<file path="config.mk">
export PLATFORM = sky130hd
export DESIGN_NAME = mlt_ram
export DESIGN_NICKNAME = d
export VERILOG_FILES = /design/src/hw/rtl/mac_learning_table_with_aging_assert.svh /design/src/hw/rtl/mlt_ram.sv
export SDC_FILE = /design/constraint.sdc
export NUM_CORES = 2
export LEC_CHECK = 0
export ABC_CLOCK_PERIOD_IN_PS = 4700
export BUFFER_PORTS_ARGS = -buffer_cell sky130_fd_sc_hd__clkbuf_2
export CORE_MARGIN = 3
export CORE_UTILIZATION = 60
export CTS_BUF_LIST = sky130_fd_sc_hd__clkbuf_16
export CTS_CLUSTER_SIZE = 25
export DETAILED_ROUTE_END_ITERATION = 6
export PLACE_DENSITY_LB_ADDON = 0.2
export RECOVER_POWER = 50
export SYNTH_ARGS = -nofsm -noshare
export SYNTH_HDL_FRONTEND = slang
export SYNTH_SLANG_ARGS = --single-unit
</file>
<file path="constraint.sdc">
create_clock -name clk -period 4.7 [get_ports clk]
set_input_delay 0.235 -clock clk [delete_from_list [all_inputs] [get_ports clk]]
set_output_delay 0.235 -clock clk [all_outputs]
set_load 0.01 [all_outputs]
</file>
<file path="src/hw/rtl/mac_learning_table_with_aging_assert.svh">
// Assertion macros for the forwarding table
`ifndef MAC_LEARNING_TABLE_WITH_AGING_ASSERT_SVH
`define MAC_LEARNING_TABLE_WITH_AGING_ASSERT_SVH

// same-cycle implication
`define MLT_ASSERT_IMP(lbl, clk, rstn, ante, cons) \
    lbl: assert property (@(posedge clk) disable iff (!(rstn)) (ante) |-> (cons)) \
        else $error("assertion failed");

// next-cycle implication
`define MLT_ASSERT_NXT(lbl, clk, rstn, ante, cons) \
    lbl: assert property (@(posedge clk) disable iff (!(rstn)) (ante) |=> (cons)) \
        else $error("assertion failed");

`endif

</file>
<file path="src/hw/rtl/mlt_ram.sv">
`default_nettype none

module mlt_ram #(
    parameter int WIDTH = 8,
    parameter int DEPTH = 256
) (
    input  wire logic                     clk,
    input  wire logic                     we,
    input  wire logic [$clog2(DEPTH)-1:0] waddr,
    input  wire logic [WIDTH-1:0]         wdata,
    input  wire logic [$clog2(DEPTH)-1:0] raddr,
    output logic      [WIDTH-1:0]         rdata
);

    logic [WIDTH-1:0] mem [DEPTH];

    always_ff @(posedge clk) begin
        if (we) begin
            mem[waddr] <= wdata;
        end
        rdata <= mem[raddr];
    end

endmodule

`default_nettype wire

</file>
Word-level counts from Yosys, hierarchy flattened
Memory sizes are Yosys's and may differ from the RTL's. A register that Yosys moved wholly into a read port is not among the register bits.
Cells that the tools add are included.
Word-level totals
  ROM bits: 0
  output and inout bits: 8
  logic and storage cells: 3
  memories kept: 1
  RAM bits: 2048
  input port bits: 26
  register bits after elaboration: 0
  bits in latches: 0
Memories
  mem: depth 256, bits a word 8, read ports 1, clocked after memory_dff 1, write ports 1, RTL line mlt_ram.sv:15  | logic [WIDTH-1:0] mem [DEPTH];
Operators by class
  bitwise operators: 0
  shifts and indexed selects: 0
  $lt $le $gt $ge: 0
  $mul: 0
  reduce and logical (&&, ||, !) cells: 0
  mux-type cells: 2
  div/mod/pow operators: 0
  eq/ne operators: 0
  add/subtract/negate cells: 0
Operators by type and width (count)
  two-way mux 1 bit: 2

Logic depth before layout (Yosys ltp)
  depth after elaboration: 2
  mapped depth: 11
  gate-level depth less buffers: 6

Worst setup path before layout
OpenSTA, ideal clock, no wires.
  path type: in2reg
  start point: input port raddr[0]
  end point: register rdata[2] (read register of mem)
  arrival time: 2042 ps
  stages: 9
  buffers on the path: 4
  path slack: 2527 ps
  required time: 4569 ps
  cell sequence: buf_6 -> buf_12 -> buf_8 -> buf_2 -> mux4_2 -> a22oi_1 -> a21oi_1 -> nor4_1 -> nor4_2
RTL lines
  from (decl): RTL line mlt_ram.sv:11  | input wire logic [$clog2(DEPTH)-1:0] raddr,
  to (decl): RTL line mlt_ram.sv:12  | output logic [WIDTH-1:0] rdata

Final worst setup path
  start point: input port wdata[5]
  end point: memory mem[173][5] (data pin)
RTL lines
  from (decl): RTL line mlt_ram.sv:10  | input wire logic [WIDTH-1:0] wdata,
  to (decl): RTL line mlt_ram.sv:15
No word-level cell before the write port.

==> results.cfg <==
[timing]
hold_viol_final = 0
final.setup.tns_ns = 0
skew_ns = 0.0254
timing.slew.headroom = -2.10
setup_viol = 0
fmax_mhz = 273
layout_min_cycle_time_ns = 3.67
rsz0062_at_grt = no
finalCritPeriodShare = 0.780
tightest_slew_ns = 4.65
drv_slew = 1132

[clock_network]
cts_made_buffers = 197
root_buffer = clkbuf_16
clock-sinks = 2056
cts_tree = done
clkTransAtPathRegs_ns = 0.06
cts_max_level = 4
clkLatencyLatePin_ns = 0.82
postCtsResizedCells = 0
clock_path_buffers = 3

[routing]
drt_iter0_drc = 4978
wire_per_inst_um = 32.9
ant_nets = 0
vias = 38883
totalWireLength_um = 190000
drc = 0
vias_per_cell = 6.76
first_pass_iters = 7

[synthesis]
synth_area_mm2 = 0.0796
ys_seq_area_frac = 0.775
synth.avg_cell_area_um2 = 21.3
synth_edf_count = 2048
syn_inst = 3733
ys_ff_latch = 2056
synthFlopType = edfxtp_1
syn_nets = 3759
synth-async-reset-ratio = 0
yosysWarningCount = 0
synth_cell_types = 55

[floorplan]
die_w_um = 370
fp-row-count = 132
ios = 34
core_mm2 = 0.131
die-area_mm2 = 0.137
start_util = 0.609
die_h_um = 370

[worst_hold_path]
hold_path_class = input port to register

[placed_design]
io_buffers = 33
dp.final_hpwl_um = 113000
gp_congestion = 0.862

[power_and_ir_drop]
p_switching_mw = 7.84
leakagePower_nw = 27.1
switching_share = 0.213
internal_power_mw = 29.0
seq_power_share = 0.550
combPwrFrac = 0.049
vdd_ir_drop_max_uv = 346
p_per_area_mw_per_mm2 = 421
clkPwrFrac = 0.401

[worst_setup_path]
cp_slowest_cell = clkbuf_1
path_max_fanout = 164
arrival_ns = 4.12
endpoint_kind = register
max_stage_delay_ns = 3.07
crit_chain = clkbuf_1 -> buf_12
crit_type = input port to register
start_kind = input port
cp_data_required_time_ns = 5.16
path_delay_family = buffers and inverters
cp_num_buf_inv = 2

[global_route]
grt_pass1_vias = 38999
grt_pass1_wl_um = 276000
grt_start_max_net_pins = 165
grtUsageTotal = 0.282
gr-total-overflow = 0
antenna_found_initial = 2

[run_status]
violations = max-capacitance violations, max-slew violations
status = finished with violations

[finish]
area_delta_synth_final_pct = 10.1
drive_gt1_frac = 0.219
fin_util = 0.671
nets = 3875

[job]
maxCapViolCount = 9
## layer usage
| layer | routed length, um | track usage | up-vias |
|---|---|---|---|
| met5 | 13 | 0 | - |
| met1 | 73300 | 0.408 | 20457 |
| met3 | 18400 | 0.0613 | 373 |
| li1 | - | - | 15945 |
| met4 | 7120 | 0.0998 | 2 |
| met2 | 90700 | 0.434 | 2106 |
## state kept, by name (all words and copies together), names as in the netlist
name	count
mem	2048
rdata	8
## layout by cell type, fill, tap and decap left out, types with 34 or more instances in the layout
master,synthesis,routed
o221ai_1,46,46
mux4_2,454,454
nor2_1,282,279
mux2i_1,134,134
clkinv_2,0,34
inv_1,1,42
edfxtp_1,2048,2048
clkbuf_16,0,200
a22oi_1,133,133
nand3_1,34,34
clkinv_1,1,62
a21oi_1,96,96
buf_4,27,92
## final timing paths
path	startpoint	to	slack (ns)	cells after the start
max reg2reg	mem[211][3]	rdata[3]	1.72	6
min	waddr[1]	mem[163][7]	0.18	3
max	wdata[5]	mem[173][5]	1.03	2
min reg2reg	mem[54][3]	rdata[3]	1.00	5
## synth_stat cells, types with 3 or more instances
master | number | share of area
edfxtp_1 | 2048 | 0.77
mux4_2 | 454 | 0.13
nor2_1 | 282 | 0.013
mux2i_1 | 134 | 0.017
a22oi_1 | 133 | 0.013
clkbuf_1 | 111 | 0.0052
a21oi_1 | 96 | 0.0060
o221ai_1 | 46 | 0.0051
nand3_1 | 34 | 0.0021
nand2_1 | 33 | 0.0016
buf_2 | 31 | 0.0020
nor2b_1 | 31 | 0.0024
o22ai_1 | 28 | 0.0022
buf_4 | 27 | 0.0025
nor4_1 | 24 | 0.0019
buf_1 | 22 | 0.0010
nor3_1 | 22 | 0.0014
buf_6 | 21 | 0.0030
a211oi_1 | 16 | 0.0015
a221oi_1 | 13 | 0.0014
buf_8 | 13 | 0.0025
nand4_1 | 10 | 0.00079
o211ai_1 | 10 | 0.00094
o21ai_0 | 10 | 0.00063
a22o_1 | 8 | 0.00088
buf_12 | 8 | 0.0020
dfxtp_1 | 8 | 0.0020
nand2b_1 | 8 | 0.00063
and2_1 | 6 | 0.00047
o22a_1 | 5 | 0.00055
o32ai_1 | 4 | 0.00044
or2_2 | 4 | 0.00031
nor4_2 | 3 | 0.00047
## logic make-up (layout without fill, tap and decap cells)
group	Yosys count	count (layout)	share of synthesized area
AO/OA/AOI/OAI	385	385	0.0342
buffers and inverters	235	513	0.0183
flip-flops	2056	2056	0.775
multiplexers	591	591	0.146
other	0	3	0
AND/OR/NAND/NOR	466	466	0.0263
## power by group through the flow
stage / clock network (mW) / registers [mW] / logic, mW
detailed placement: 0 / 20.6 / 1.79
global placement: 0 / 20.6 / 1.77
CTS: 14.9 / 20.3 / 1.80
finish: 14.8 / 20.3 / 1.79
floorplan: 0 / 20.6 / 0.982
global route: 15.7 / 20.3 / 1.88
## tightest hold or removal path, delay by kind of cell
family | cells | cell delay [ns]
buf+inv | 1 | 0.18
simple gates | 2 | 0.36
## stage by stage
| step | std cells | worst slack (ns) | instance area (um^2) | power (mW) | hold WS [ns] |
|---|---|---|---|---|---|
| 4_1_cts | 5753 | 1.69 | 87700 | 37.0 | 0.00964 |
| 5_1_grt | 5753 | 0.842 | 87600 | 37.8 | 0.232 |
| 3_3_place_gp | 5391 | 0.796 | 81700 | 22.4 | 0.727 |
| 3_5_place_dp | 5391 | 0.839 | 81700 | 22.4 | 0.728 |
| 2_1_floorplan | 3733 | 2.53 | 79600 | 21.6 | 0.334 |
| 6_report | 5756 | 1.03 | 87600 | 36.9 | 0.179 |
## cell type report
class | count | area [um^2]
fillers | 8153 | 43000
multi-input cells | 1442 | 16500
flip-flops and latches | 2056 | 61700
inverters | 2 | 7.51
repair buffers | 150 | 1300
clock inverters | 161 | 977
well taps | 1742 | 2180
clock buffers | 200 | 5000
diodes | 3 | 7.51
## what timing repair did
item / 4_1_cts / 5_1_grt
endpoints found under the hold margin: 62 / 0
buffers inserted: 0 / 0
hold buffers: 1 / 0
(Power assumes the default switching activity.)
