**config.mk**
```make
export PLATFORM = sky130hd
export DESIGN_NAME = mlt_engine
export DESIGN_NICKNAME = d
export VERILOG_FILES = /design/src/hw/rtl/mlt_pkg.sv /design/src/hw/rtl/mlt_engine.sv
export VERILOG_INCLUDE_DIRS = /design/src /design/src/hw/rtl
export SDC_FILE = /design/constraint.sdc
export NUM_CORES = 1
export LEC_CHECK = 0
export ABC_CLOCK_PERIOD_IN_PS = 4600
export BUFFER_PORTS_ARGS = -buffer_cell sky130_fd_sc_hd__buf_2
export CORE_MARGIN = 3
export CORE_UTILIZATION = 25
export DETAILED_ROUTE_END_ITERATION = 10
export GPL_ROUTABILITY_DRIVEN = 0
export PLACE_DENSITY = 0.43
export SLEW_MARGIN = 10
export SYNTH_ARGS = -nofsm -noshare
export SYNTH_HDL_FRONTEND = slang
export SYNTH_SLANG_ARGS = --single-unit
```
**constraint.sdc**
```tcl
create_clock -name aclk -period 4.6 [get_ports aclk]
set_input_delay 0.69 -clock aclk [delete_from_list [all_inputs] [get_ports aclk]]
set_output_delay 0.69 -clock aclk [all_outputs]
set_load 0.02 [all_outputs]
```
**src/hw/rtl/mac_learning_table_with_aging_assert.svh**
```systemverilog
// Assertion macros for the forwarding table
`ifndef MAC_LEARNING_TABLE_WITH_AGING_ASSERT_SVH
`define MAC_LEARNING_TABLE_WITH_AGING_ASSERT_SVH

// same-cycle implication
`define MLT_ASSERT_IMP(lbl, clk, rstn, ante, cons) \
    lbl: assert property (@(posedge clk) disable iff (!(rstn)) (ante) |-> (cons)) \
        else $error("assertion failed");

// next-cycle implication
`define MLT_ASSERT_NXT(lbl, clk, rstn, ante, cons) \
    lbl: assert property (@(posedge clk) disable iff (!(rstn)) (ante) |=> (cons)) \
        else $error("assertion failed");

`endif

```
**src/hw/rtl/mlt_pkg.sv**
```systemverilog
`default_nettype none

package mlt_pkg;

    localparam int TABLE_ENTRIES = 256;  // power of two
    localparam int NUM_PORTS     = 16;
    localparam int IDX_W         = $clog2(TABLE_ENTRIES);
    localparam int PORT_W        = 4;
    localparam int MAC_W         = 48;
    localparam int STAMP_W       = 16;
    localparam int AGE_W         = 10;
    localparam int COUNT_W       = 9;
    localparam int ACT_W         = 2;

    localparam logic [AGE_W-1:0] AGE_LIMIT_RESET = AGE_W'(30);

    localparam logic [ACT_W-1:0] ACT_LOOKUP = 2'd0;
    localparam logic [ACT_W-1:0] ACT_LEARN  = 2'd1;
    localparam logic [ACT_W-1:0] ACT_TICK   = 2'd2;

    typedef struct packed {
        logic [MAC_W-1:0]   mac;
        logic [PORT_W-1:0]  port;
        logic [STAMP_W-1:0] stamp;
    } entry_t;

    localparam int ENTRY_W = $bits(entry_t);

    typedef struct packed {
        logic               we;
        logic [IDX_W-1:0]   waddr;
        entry_t             wdata;
        logic [IDX_W-1:0]   raddr;
    } mem_req_t;

    typedef struct packed {
        logic [COUNT_W-1:0] aged_count;
        logic [PORT_W-1:0]  found_port;
        logic               hit;
    } res_t;

    function automatic logic [IDX_W-1:0] slot_of(input logic [MAC_W-1:0] mac);
        return mac[MAC_W-8 +: IDX_W];
    endfunction

endpackage

`default_nettype wire

```
**src/hw/rtl/mlt_engine.sv**
```systemverilog
`default_nettype none
`include "mac_learning_table_with_aging_assert.svh"

module mlt_engine
    import mlt_pkg::*;
(
    input  wire logic               aclk,
    input  wire logic               aresetn,
    input  wire logic               in_valid,
    output logic                    in_ready,
    input  wire logic [ACT_W-1:0]   in_action,
    input  wire logic [MAC_W-1:0]   in_mac,
    input  wire logic [PORT_W-1:0]  in_port,
    input  wire logic [AGE_W-1:0]   age_limit,
    output mem_req_t                mem_req,
    input  wire logic [ENTRY_W-1:0] mem_rdata,
    input  wire logic               out_free,
    output logic                    res_valid,
    output res_t                    res
);

    typedef enum logic [2:0] {
        ST_IDLE,
        ST_EXEC,
        ST_SWEEP,
        ST_SWEEP_END,
        ST_RESP
    } state_t;

    localparam logic [IDX_W-1:0] LAST_IDX = IDX_W'(TABLE_ENTRIES - 1);

    state_t                     state_reg, state_next;
    logic [ACT_W-1:0]           act_reg, act_next;
    logic [MAC_W-1:0]           mac_reg, mac_next;
    logic [PORT_W-1:0]          port_reg, port_next;
    logic [IDX_W-1:0]           slot_reg, slot_next;
    logic [STAMP_W-1:0]         seconds_reg, seconds_next;
    logic [TABLE_ENTRIES-1:0]   valid_reg, valid_next;
    logic [IDX_W-1:0]           sweep_idx_reg, sweep_idx_next;
    logic                       chk_vld_reg, chk_vld_next;
    logic [IDX_W-1:0]           chk_idx_reg, chk_idx_next;
    logic [COUNT_W-1:0]         aged_cnt_reg, aged_cnt_next;

    entry_t             rd;
    logic [STAMP_W-1:0] age;
    logic               lookup_hit;
    logic               port_ok;

    assign rd         = entry_t'(mem_rdata);
    assign age        = seconds_reg - rd.stamp;
    assign lookup_hit = valid_reg[slot_reg] && (rd.mac == mac_reg);
    assign port_ok    = (32'(port_reg) < NUM_PORTS);
    assign in_ready   = (state_reg == ST_IDLE);

    always_comb begin
        state_next     = state_reg;
        act_next       = act_reg;
        mac_next       = mac_reg;
        port_next      = port_reg;
        slot_next      = slot_reg;
        seconds_next   = seconds_reg;
        valid_next     = valid_reg;
        sweep_idx_next = sweep_idx_reg;
        aged_cnt_next  = aged_cnt_reg;
        chk_vld_next   = (state_reg == ST_SWEEP);
        chk_idx_next   = sweep_idx_reg;

        mem_req.we     = 1'b0;
        mem_req.waddr  = slot_reg;
        mem_req.wdata  = '{mac: mac_reg, port: port_reg, stamp: seconds_reg};
        mem_req.raddr  = slot_reg;

        res_valid      = 1'b0;
        res            = '0;

        // aging check, one entry behind the sweep read
        if (chk_vld_reg && valid_reg[chk_idx_reg] &&
            (age > {{(STAMP_W-AGE_W){1'b0}}, age_limit})) begin
            valid_next[chk_idx_reg] = 1'b0;
            aged_cnt_next           = aged_cnt_reg + 1'b1;
        end

        case (state_reg)
            ST_IDLE: begin
                mem_req.raddr = slot_of(in_mac);
                if (in_valid) begin
                    act_next  = in_action;
                    mac_next  = in_mac;
                    port_next = in_port;
                    slot_next = slot_of(in_mac);
                    if (in_action == ACT_TICK) begin
                        seconds_next   = seconds_reg + 1'b1;
                        sweep_idx_next = '0;
                        aged_cnt_next  = '0;
                        state_next     = ST_SWEEP;
                    end else begin
                        state_next = ST_EXEC;
                    end
                end
            end
            ST_EXEC: begin
                if (out_free) begin
                    res_valid  = 1'b1;
                    state_next = ST_IDLE;
                    case (act_reg)
                        ACT_LOOKUP: begin
                            if (lookup_hit) begin
                                res.hit          = 1'b1;
                                res.found_port   = rd.port;
                                mem_req.we       = 1'b1;
                                mem_req.wdata.port = rd.port;
                            end
                        end
                        ACT_LEARN: begin
                            if (port_ok) begin
                                mem_req.we          = 1'b1;
                                valid_next[slot_reg] = 1'b1;
                            end
                        end
                        default: begin
                        end
                    endcase
                end
            end
            ST_SWEEP: begin
                mem_req.raddr  = sweep_idx_reg;
                sweep_idx_next = sweep_idx_reg + 1'b1;
                if (sweep_idx_reg == LAST_IDX) begin
                    state_next = ST_SWEEP_END;
                end
            end
            ST_SWEEP_END: begin
                state_next = ST_RESP;
            end
            ST_RESP: begin
                if (out_free) begin
                    res_valid      = 1'b1;
                    res.aged_count = aged_cnt_reg;
                    state_next     = ST_IDLE;
                end
            end
            default: begin
                state_next = ST_IDLE;
            end
        endcase
    end

    always_ff @(posedge aclk) begin
        if (!aresetn) begin
            state_reg     <= ST_IDLE;
            seconds_reg   <= '0;
            valid_reg     <= '0;
            chk_vld_reg   <= 1'b0;
            aged_cnt_reg  <= '0;
            sweep_idx_reg <= '0;
        end else begin
            state_reg     <= state_next;
            seconds_reg   <= seconds_next;
            valid_reg     <= valid_next;
            chk_vld_reg   <= chk_vld_next;
            aged_cnt_reg  <= aged_cnt_next;
            sweep_idx_reg <= sweep_idx_next;
        end
        act_reg     <= act_next;
        mac_reg     <= mac_next;
        port_reg    <= port_next;
        slot_reg    <= slot_next;
        chk_idx_reg <= chk_idx_next;
    end

    `MLT_ASSERT_IMP(a_res_has_room, aclk, aresetn, res_valid, out_free)
    `MLT_ASSERT_NXT(a_tick_advances, aclk, aresetn,
        in_valid && in_ready && (in_action == ACT_TICK),
        seconds_reg == $past(seconds_reg) + 1'b1)
    `MLT_ASSERT_NXT(a_sweep_ends, aclk, aresetn,
        (state_reg == ST_SWEEP) && (sweep_idx_reg == LAST_IDX),
        state_reg == ST_SWEEP_END)
    `MLT_ASSERT_IMP(a_hit_only_lookup, aclk, aresetn,
        res_valid && res.hit, (state_reg == ST_EXEC) && (act_reg == ACT_LOOKUP))
    `MLT_ASSERT_IMP(a_count_bound, aclk, aresetn,
        1'b1, 32'(aged_cnt_reg) <= TABLE_ENTRIES)

endmodule

`default_nettype wire

```
=== Word-level counts from Yosys, hierarchy flattened ===
Index checks and enable logic that the tools add are counted.

* Register bits: 363

* Equality and inequality tests: 12
* Magnitude comparators: 5
* Mux-type cells: 41
* Bitwise gates (word level): 3
* Add/subtract/negate cells: 4
* Reduce and logical (&&, ||, !) cells: 13

{| class="wikitable"
|+ Operators with widths
! operator !! count
|-
| two-way mux 256 bit || 4
|-
| bitwise AND 256 bit || 1
|-
| NOT 256 bit || 1
|-
| OR 256 bit || 1
|-
| two-way mux 9 bit || 6
|-
| == test 48 bit || 1
|-
| case mux 8 bit (2 select lines) || 2
|-
| two-way mux 5 bit || 4
|-
| less-than comparator 8 x 9 -> 1 bit, second input constant || 2
|-
| adder 16 x 1 -> 16 bit, second input constant || 1
|-
| binary-select mux 1 bit (select 8 bit) || 2
|-
| demux 1 bit (select 8 bit) || 2
|-
| greater-or-equal comparator 8 x 1 -> 1 bit, second input constant || 2
|-
| > comparator 16 x 10 -> 1 bit || 1
|-
| two-way mux 4 bit || 4
|-
| two-way mux 8 bit || 2
|-
| subtractor 16 bit || 1
|-
| case mux 3 bit (4 select lines) || 1
|-
| adder 9 x 1 -> 9 bit, second input constant || 1
|-
| two-way mux 1 bit || 9
|-
| two-way mux 3 bit || 3
|-
| AND reduction 3 bit || 3
|-
| adder 8 x 1 -> 8 bit, second input constant || 1
|-
| == test 8 bit, second input constant || 1
|-
| other kinds (15) || 22
|}

=== Longest topological paths before layout ===
* Depth in word-level cells: 11
* Mapped depth: 19
* Gate-level depth less buffers: 17

=== Worst setup path before layout ===
No wires, ideal clock.

* Path kind: input to register
* Start: in mem_rdata[0]
* End: reg aged_cnt_reg[7]
* Library setup time: 0.130 ns
* Cell stages on the path: 18
* Path buffers: 2
* Path slack: 0.511 ns
* Arrival: 3.959 ns
* Required time: 4.470 ns
* Cells stage by stage: ha_1 inv_1 fa_1 a21o_1 a31o_2 a21oi_1 o21ai_0 xor2_1 ha_1 nand4_1 or3_1 o221ai_1 nand4_1 nor2_2 buf_2 clkbuf_1 nor4b_1 mux2i_1

* Longest elaborated chain between the ends: 7

{| class="wikitable"
|+ Ends and longest elaborated chain
! element !! RTL line !! source
|-
| start, declared || mlt_engine.sv:16 || <nowiki>input wire logic [ENTRY_W-1:0] mem_rdata,</nowiki>
|-
| subtractor 16 bit * || mlt_engine.sv:50 || <nowiki>assign age = seconds_reg - rd.stamp;</nowiki>
|-
| > comparator 16 x 10 -> 1 bit * || mlt_engine.sv:78 || <nowiki>(age > {{(STAMP_W-AGE_W){1'b0}}, age_limit})) begin</nowiki>
|-
| logical AND 1 bit * || mlt_engine.sv:77 || <nowiki>if (chk_vld_reg && valid_reg[chk_idx_reg] &&</nowiki>
|-
| two-way mux 9 bit * || mlt_engine.sv:77 ||
|-
| two-way mux 9 bit || mlt_engine.sv:91 || <nowiki>if (in_action == ACT_TICK) begin</nowiki>
|-
| two-way mux 9 bit || mlt_engine.sv:86 || <nowiki>if (in_valid) begin</nowiki>
|-
| two-way mux 9 bit * || mlt_engine.sv:83 || <nowiki>case (state_reg)</nowiki>
|-
| end signal, assigned || mlt_engine.sv:161 || <nowiki>aged_cnt_reg <= aged_cnt_next;</nowiki>
|-
| end, declared || mlt_engine.sv:42 || <nowiki>logic [COUNT_W-1:0] aged_cnt_reg, aged_cnt_next;</nowiki>
|}

Every way passes the cells marked *; elsewhere a longest branch is shown, timed or not.
A chain may end at the register's enable or synchronous reset.

==> impl_metrics.toml <==
[clocking]
clkTransAtPathRegs_ps = 60
h-tree-depth = 2
clkLatencyLatePin_ps = 620
tritoncts = "built"
postCtsHoldBufs = 0
cts-root-buf = "clkbuf_16"
cts_buffer_depth = 3
cts_buffers = 48
clkSinkCount = 355

[yosys]
syn_area_um2 = 21600
yosysUniqueCellTypes = 77
synthCells = 2515
synthTopCellsByArea = "dfxtp_1, mux4_2, edfxtp_1"
synth_seq_cells = 355
ys_seq_area_share_pct = 35.4
postSynthAreaPerCell_um2 = 8.58
syn_nets = 2680
synthFlopType = "dfxtp_1"
synthDominantCellAreaShare_pct = 27.9
async_reset_ff_share_pct = 0
yosys.area.top_type = "dfxtp_1"
ys.warnings.count = 0
synth_edf_count = 54

[sta]
fin_crit_sh_pct = 96.9
hold_viol_final = 0
rsz0062_at_grt = "no"
max_slew_margin_pct = 17.8
min_period_ps = 4460
worstMarginPinSlew_ps = 1220
setup_viol = 0
holdWs_ps = 261
slew_viol_final = 0
fmax_mhz = 224
fin_skew_ps = 38.4

[global_routing]
overflow = 0
grt_pass1_vias = 20869
grt_first_pass_wirelength_mm = 145
antenna_found_initial = 2
grt_max_degree = 137
grt_util_all_layers_pct = 21.5

[floorplan]
io_pins = 237
dieWidth_um = 300
coreArea_um2 = 85400
num_rows = 107
die_height_um = 300
dieArea_um2 = 89900
initial_utilization_pct = 25.3

[route]
drt_iter0_markers = 2323
via_per_inst = 5.60
drc = 0
ant_nets = 0
avgRoutedWirePerCell_um = 25.9
drt_first_pass_iters = 6
num_vias = 21602
wirelength_mm = 99.8

[worst_setup_path]
cpMaxStageDelayCell = "mux4_2"
rr_startpoint = "seconds_reg[0]"
worst-r2r-cell-count = 19
crit_chain = "buf_12, buf_4, buf_4, mux4_2, a221oi_2, o221ai_1, a22oi_2, and3_4, nor3_4, mux2_2, buf_2"
path_class = "flip-flop to primary output"
cp_data_required_time_ps = 3910
ff2ff_setup_slack_ps = 420
crit_top_cell = "buf_4"
worst_setup_path_end_kind = "primary output"
critPathMaxStageDelay_ps = 520
rr_endpoint = "valid_reg[168]"
cp_max_fo = 11
startpoint_type = "flip-flop"
crit_arrival_ps = 3770

[place]
post-dp-hpwl_mm = 68.6
placedCellCount = 3774
io_buffers = 236

[min_path]
worstHoldPathType = "primary input to flip-flop"
min-delay-start = "in_mac[23]"
holdPathEnd = "mac_reg[23]"
holdPathStages = 1

[cells_and_area]
fin_util_pct = 30.2
final_cells = 3859
largest_reg_flops = 256
layout-drive-gt1-share_pct = 22.3
layout_commonest_cell = "nor2_1"
syn_to_final_growth_pct = 19.6
layout_common_cells = "nor2_1, nand2_1, dfxtp_1, o21ai_0, buf_2"
fin_nets = 2846

[power_and_ir_drop]
power.total_uw = 7890
p_leak_uw = 0.00875
powerDensity_nw_per_um2 = 306
irDropWorstVdd_mv = 0.292

[flow_run]
max_cap_viol_count = 0

[run_status]
outcome = "finished clean"
area by class of cell:
class	count	area [µm²]
Clock inverter	14	136
Antenna cell	1	2.50
Fill cell	9173	59600
Multi-Input combinational cell	1902	12900
Timing Repair Buffer	333	2100
Sequential cell	355	7650
Clock buffer	69	1390
Inverter	41	154
Tap cell	1144	1430
per-layer routing:
layer | track usage (%) | vias to the layer above | routed length (µm)
li1 | - | 9578 | -
met1 | 28.8 | 10659 | 42100
met2 | 33.9 | 1147 | 45400
met3 | 3.89 | 218 | 8350
met4 | 8.75 | 0 | 3990
met5 | 0 | - | 0
stage by stage:
step / worst slack (ps) / instance area (µm²) / TNS, ps
finish: 140 / 25800 / 0
global placement: -6.97 / 24200 / -57.0
CTS: 24.1 / 25800 / 0
global route: 35.0 / 25800 / 0
floorplan: 511 / 21600 / 0
detailed placement: 3.81 / 24200 / 0
worst max-delay path by stage:
| stage | from | to | cells after the start |
|---|---|---|---|
| floorplan | mem_rdata[0] | aged_cnt_reg[7] | 18 |
| CTS | mac_reg[23] | mem_req[24] | 8 |
| global route | mac_reg[40] | mem_req[24] | 11 |
| global placement | mem_rdata[0] | valid_reg[178] | 19 |
| detailed placement | mem_rdata[0] | valid_reg[185] | 19 |
| finish | mac_reg[40] | mem_req[24] | 11 |
cell usage after synthesis (all sizes together), types with 6 or more instances:
cell / number
clkbuf: 158
nand2b: 20
nor4: 8
nand2: 322
a31oi: 197
mux2i: 95
nand4: 27
a21boi: 6
and2: 33
o221a: 64
o22ai: 6
o21a: 6
mux2: 8
o21ai: 276
a21oi: 34
buf: 59
xor2: 21
nand3: 33
nor3: 34
dfxtp: 301
mux4: 91
inv: 41
edfxtp: 54
a221oi: 12
or3: 7
nor2: 375
a22o: 15
a22oi: 48
or4: 6
xnor2: 49
nor2b: 19
ha: 28
and3: 8
critical path: cells and delay by family (launching register included):
kind	cells	cell delay, ps
buf+inv	4	810
mux	2	810
compound gates	3	790
flops	1	390
simple gates	2	360
what timing repair did:
item / in CTS / in global routing
buffers inserted: 1 / 0
cloned: 0 / 0
resized for setup: 10 / 5
setup endpoints to repair: 10 / 22
pin swaps: 0 / 0
cells by family after synthesis:
group	after synthesis	synth area share, %
adder cells (fa/ha/maj)	29	1.72
AO/OA/AOI/OAI	705	21.8
multiplexers	194	14.6
buffers and inverters	258	5.69
XOR/XNOR	70	2.84
AND/OR/NAND/NOR	904	18.0
flip-flops	355	35.4
power by group:
| part | switching [µW] | internal, µW | total (µW) |
|---|---|---|---|
| sequential | 57.6 | 3210 | 3270 |
| clock | 1520 | 2200 | 3720 |
| combinational | 609 | 291 | 900 |
| total | 2190 | 5700 | 7890 |
Note: power is estimated with default switching activity, not from simulation.
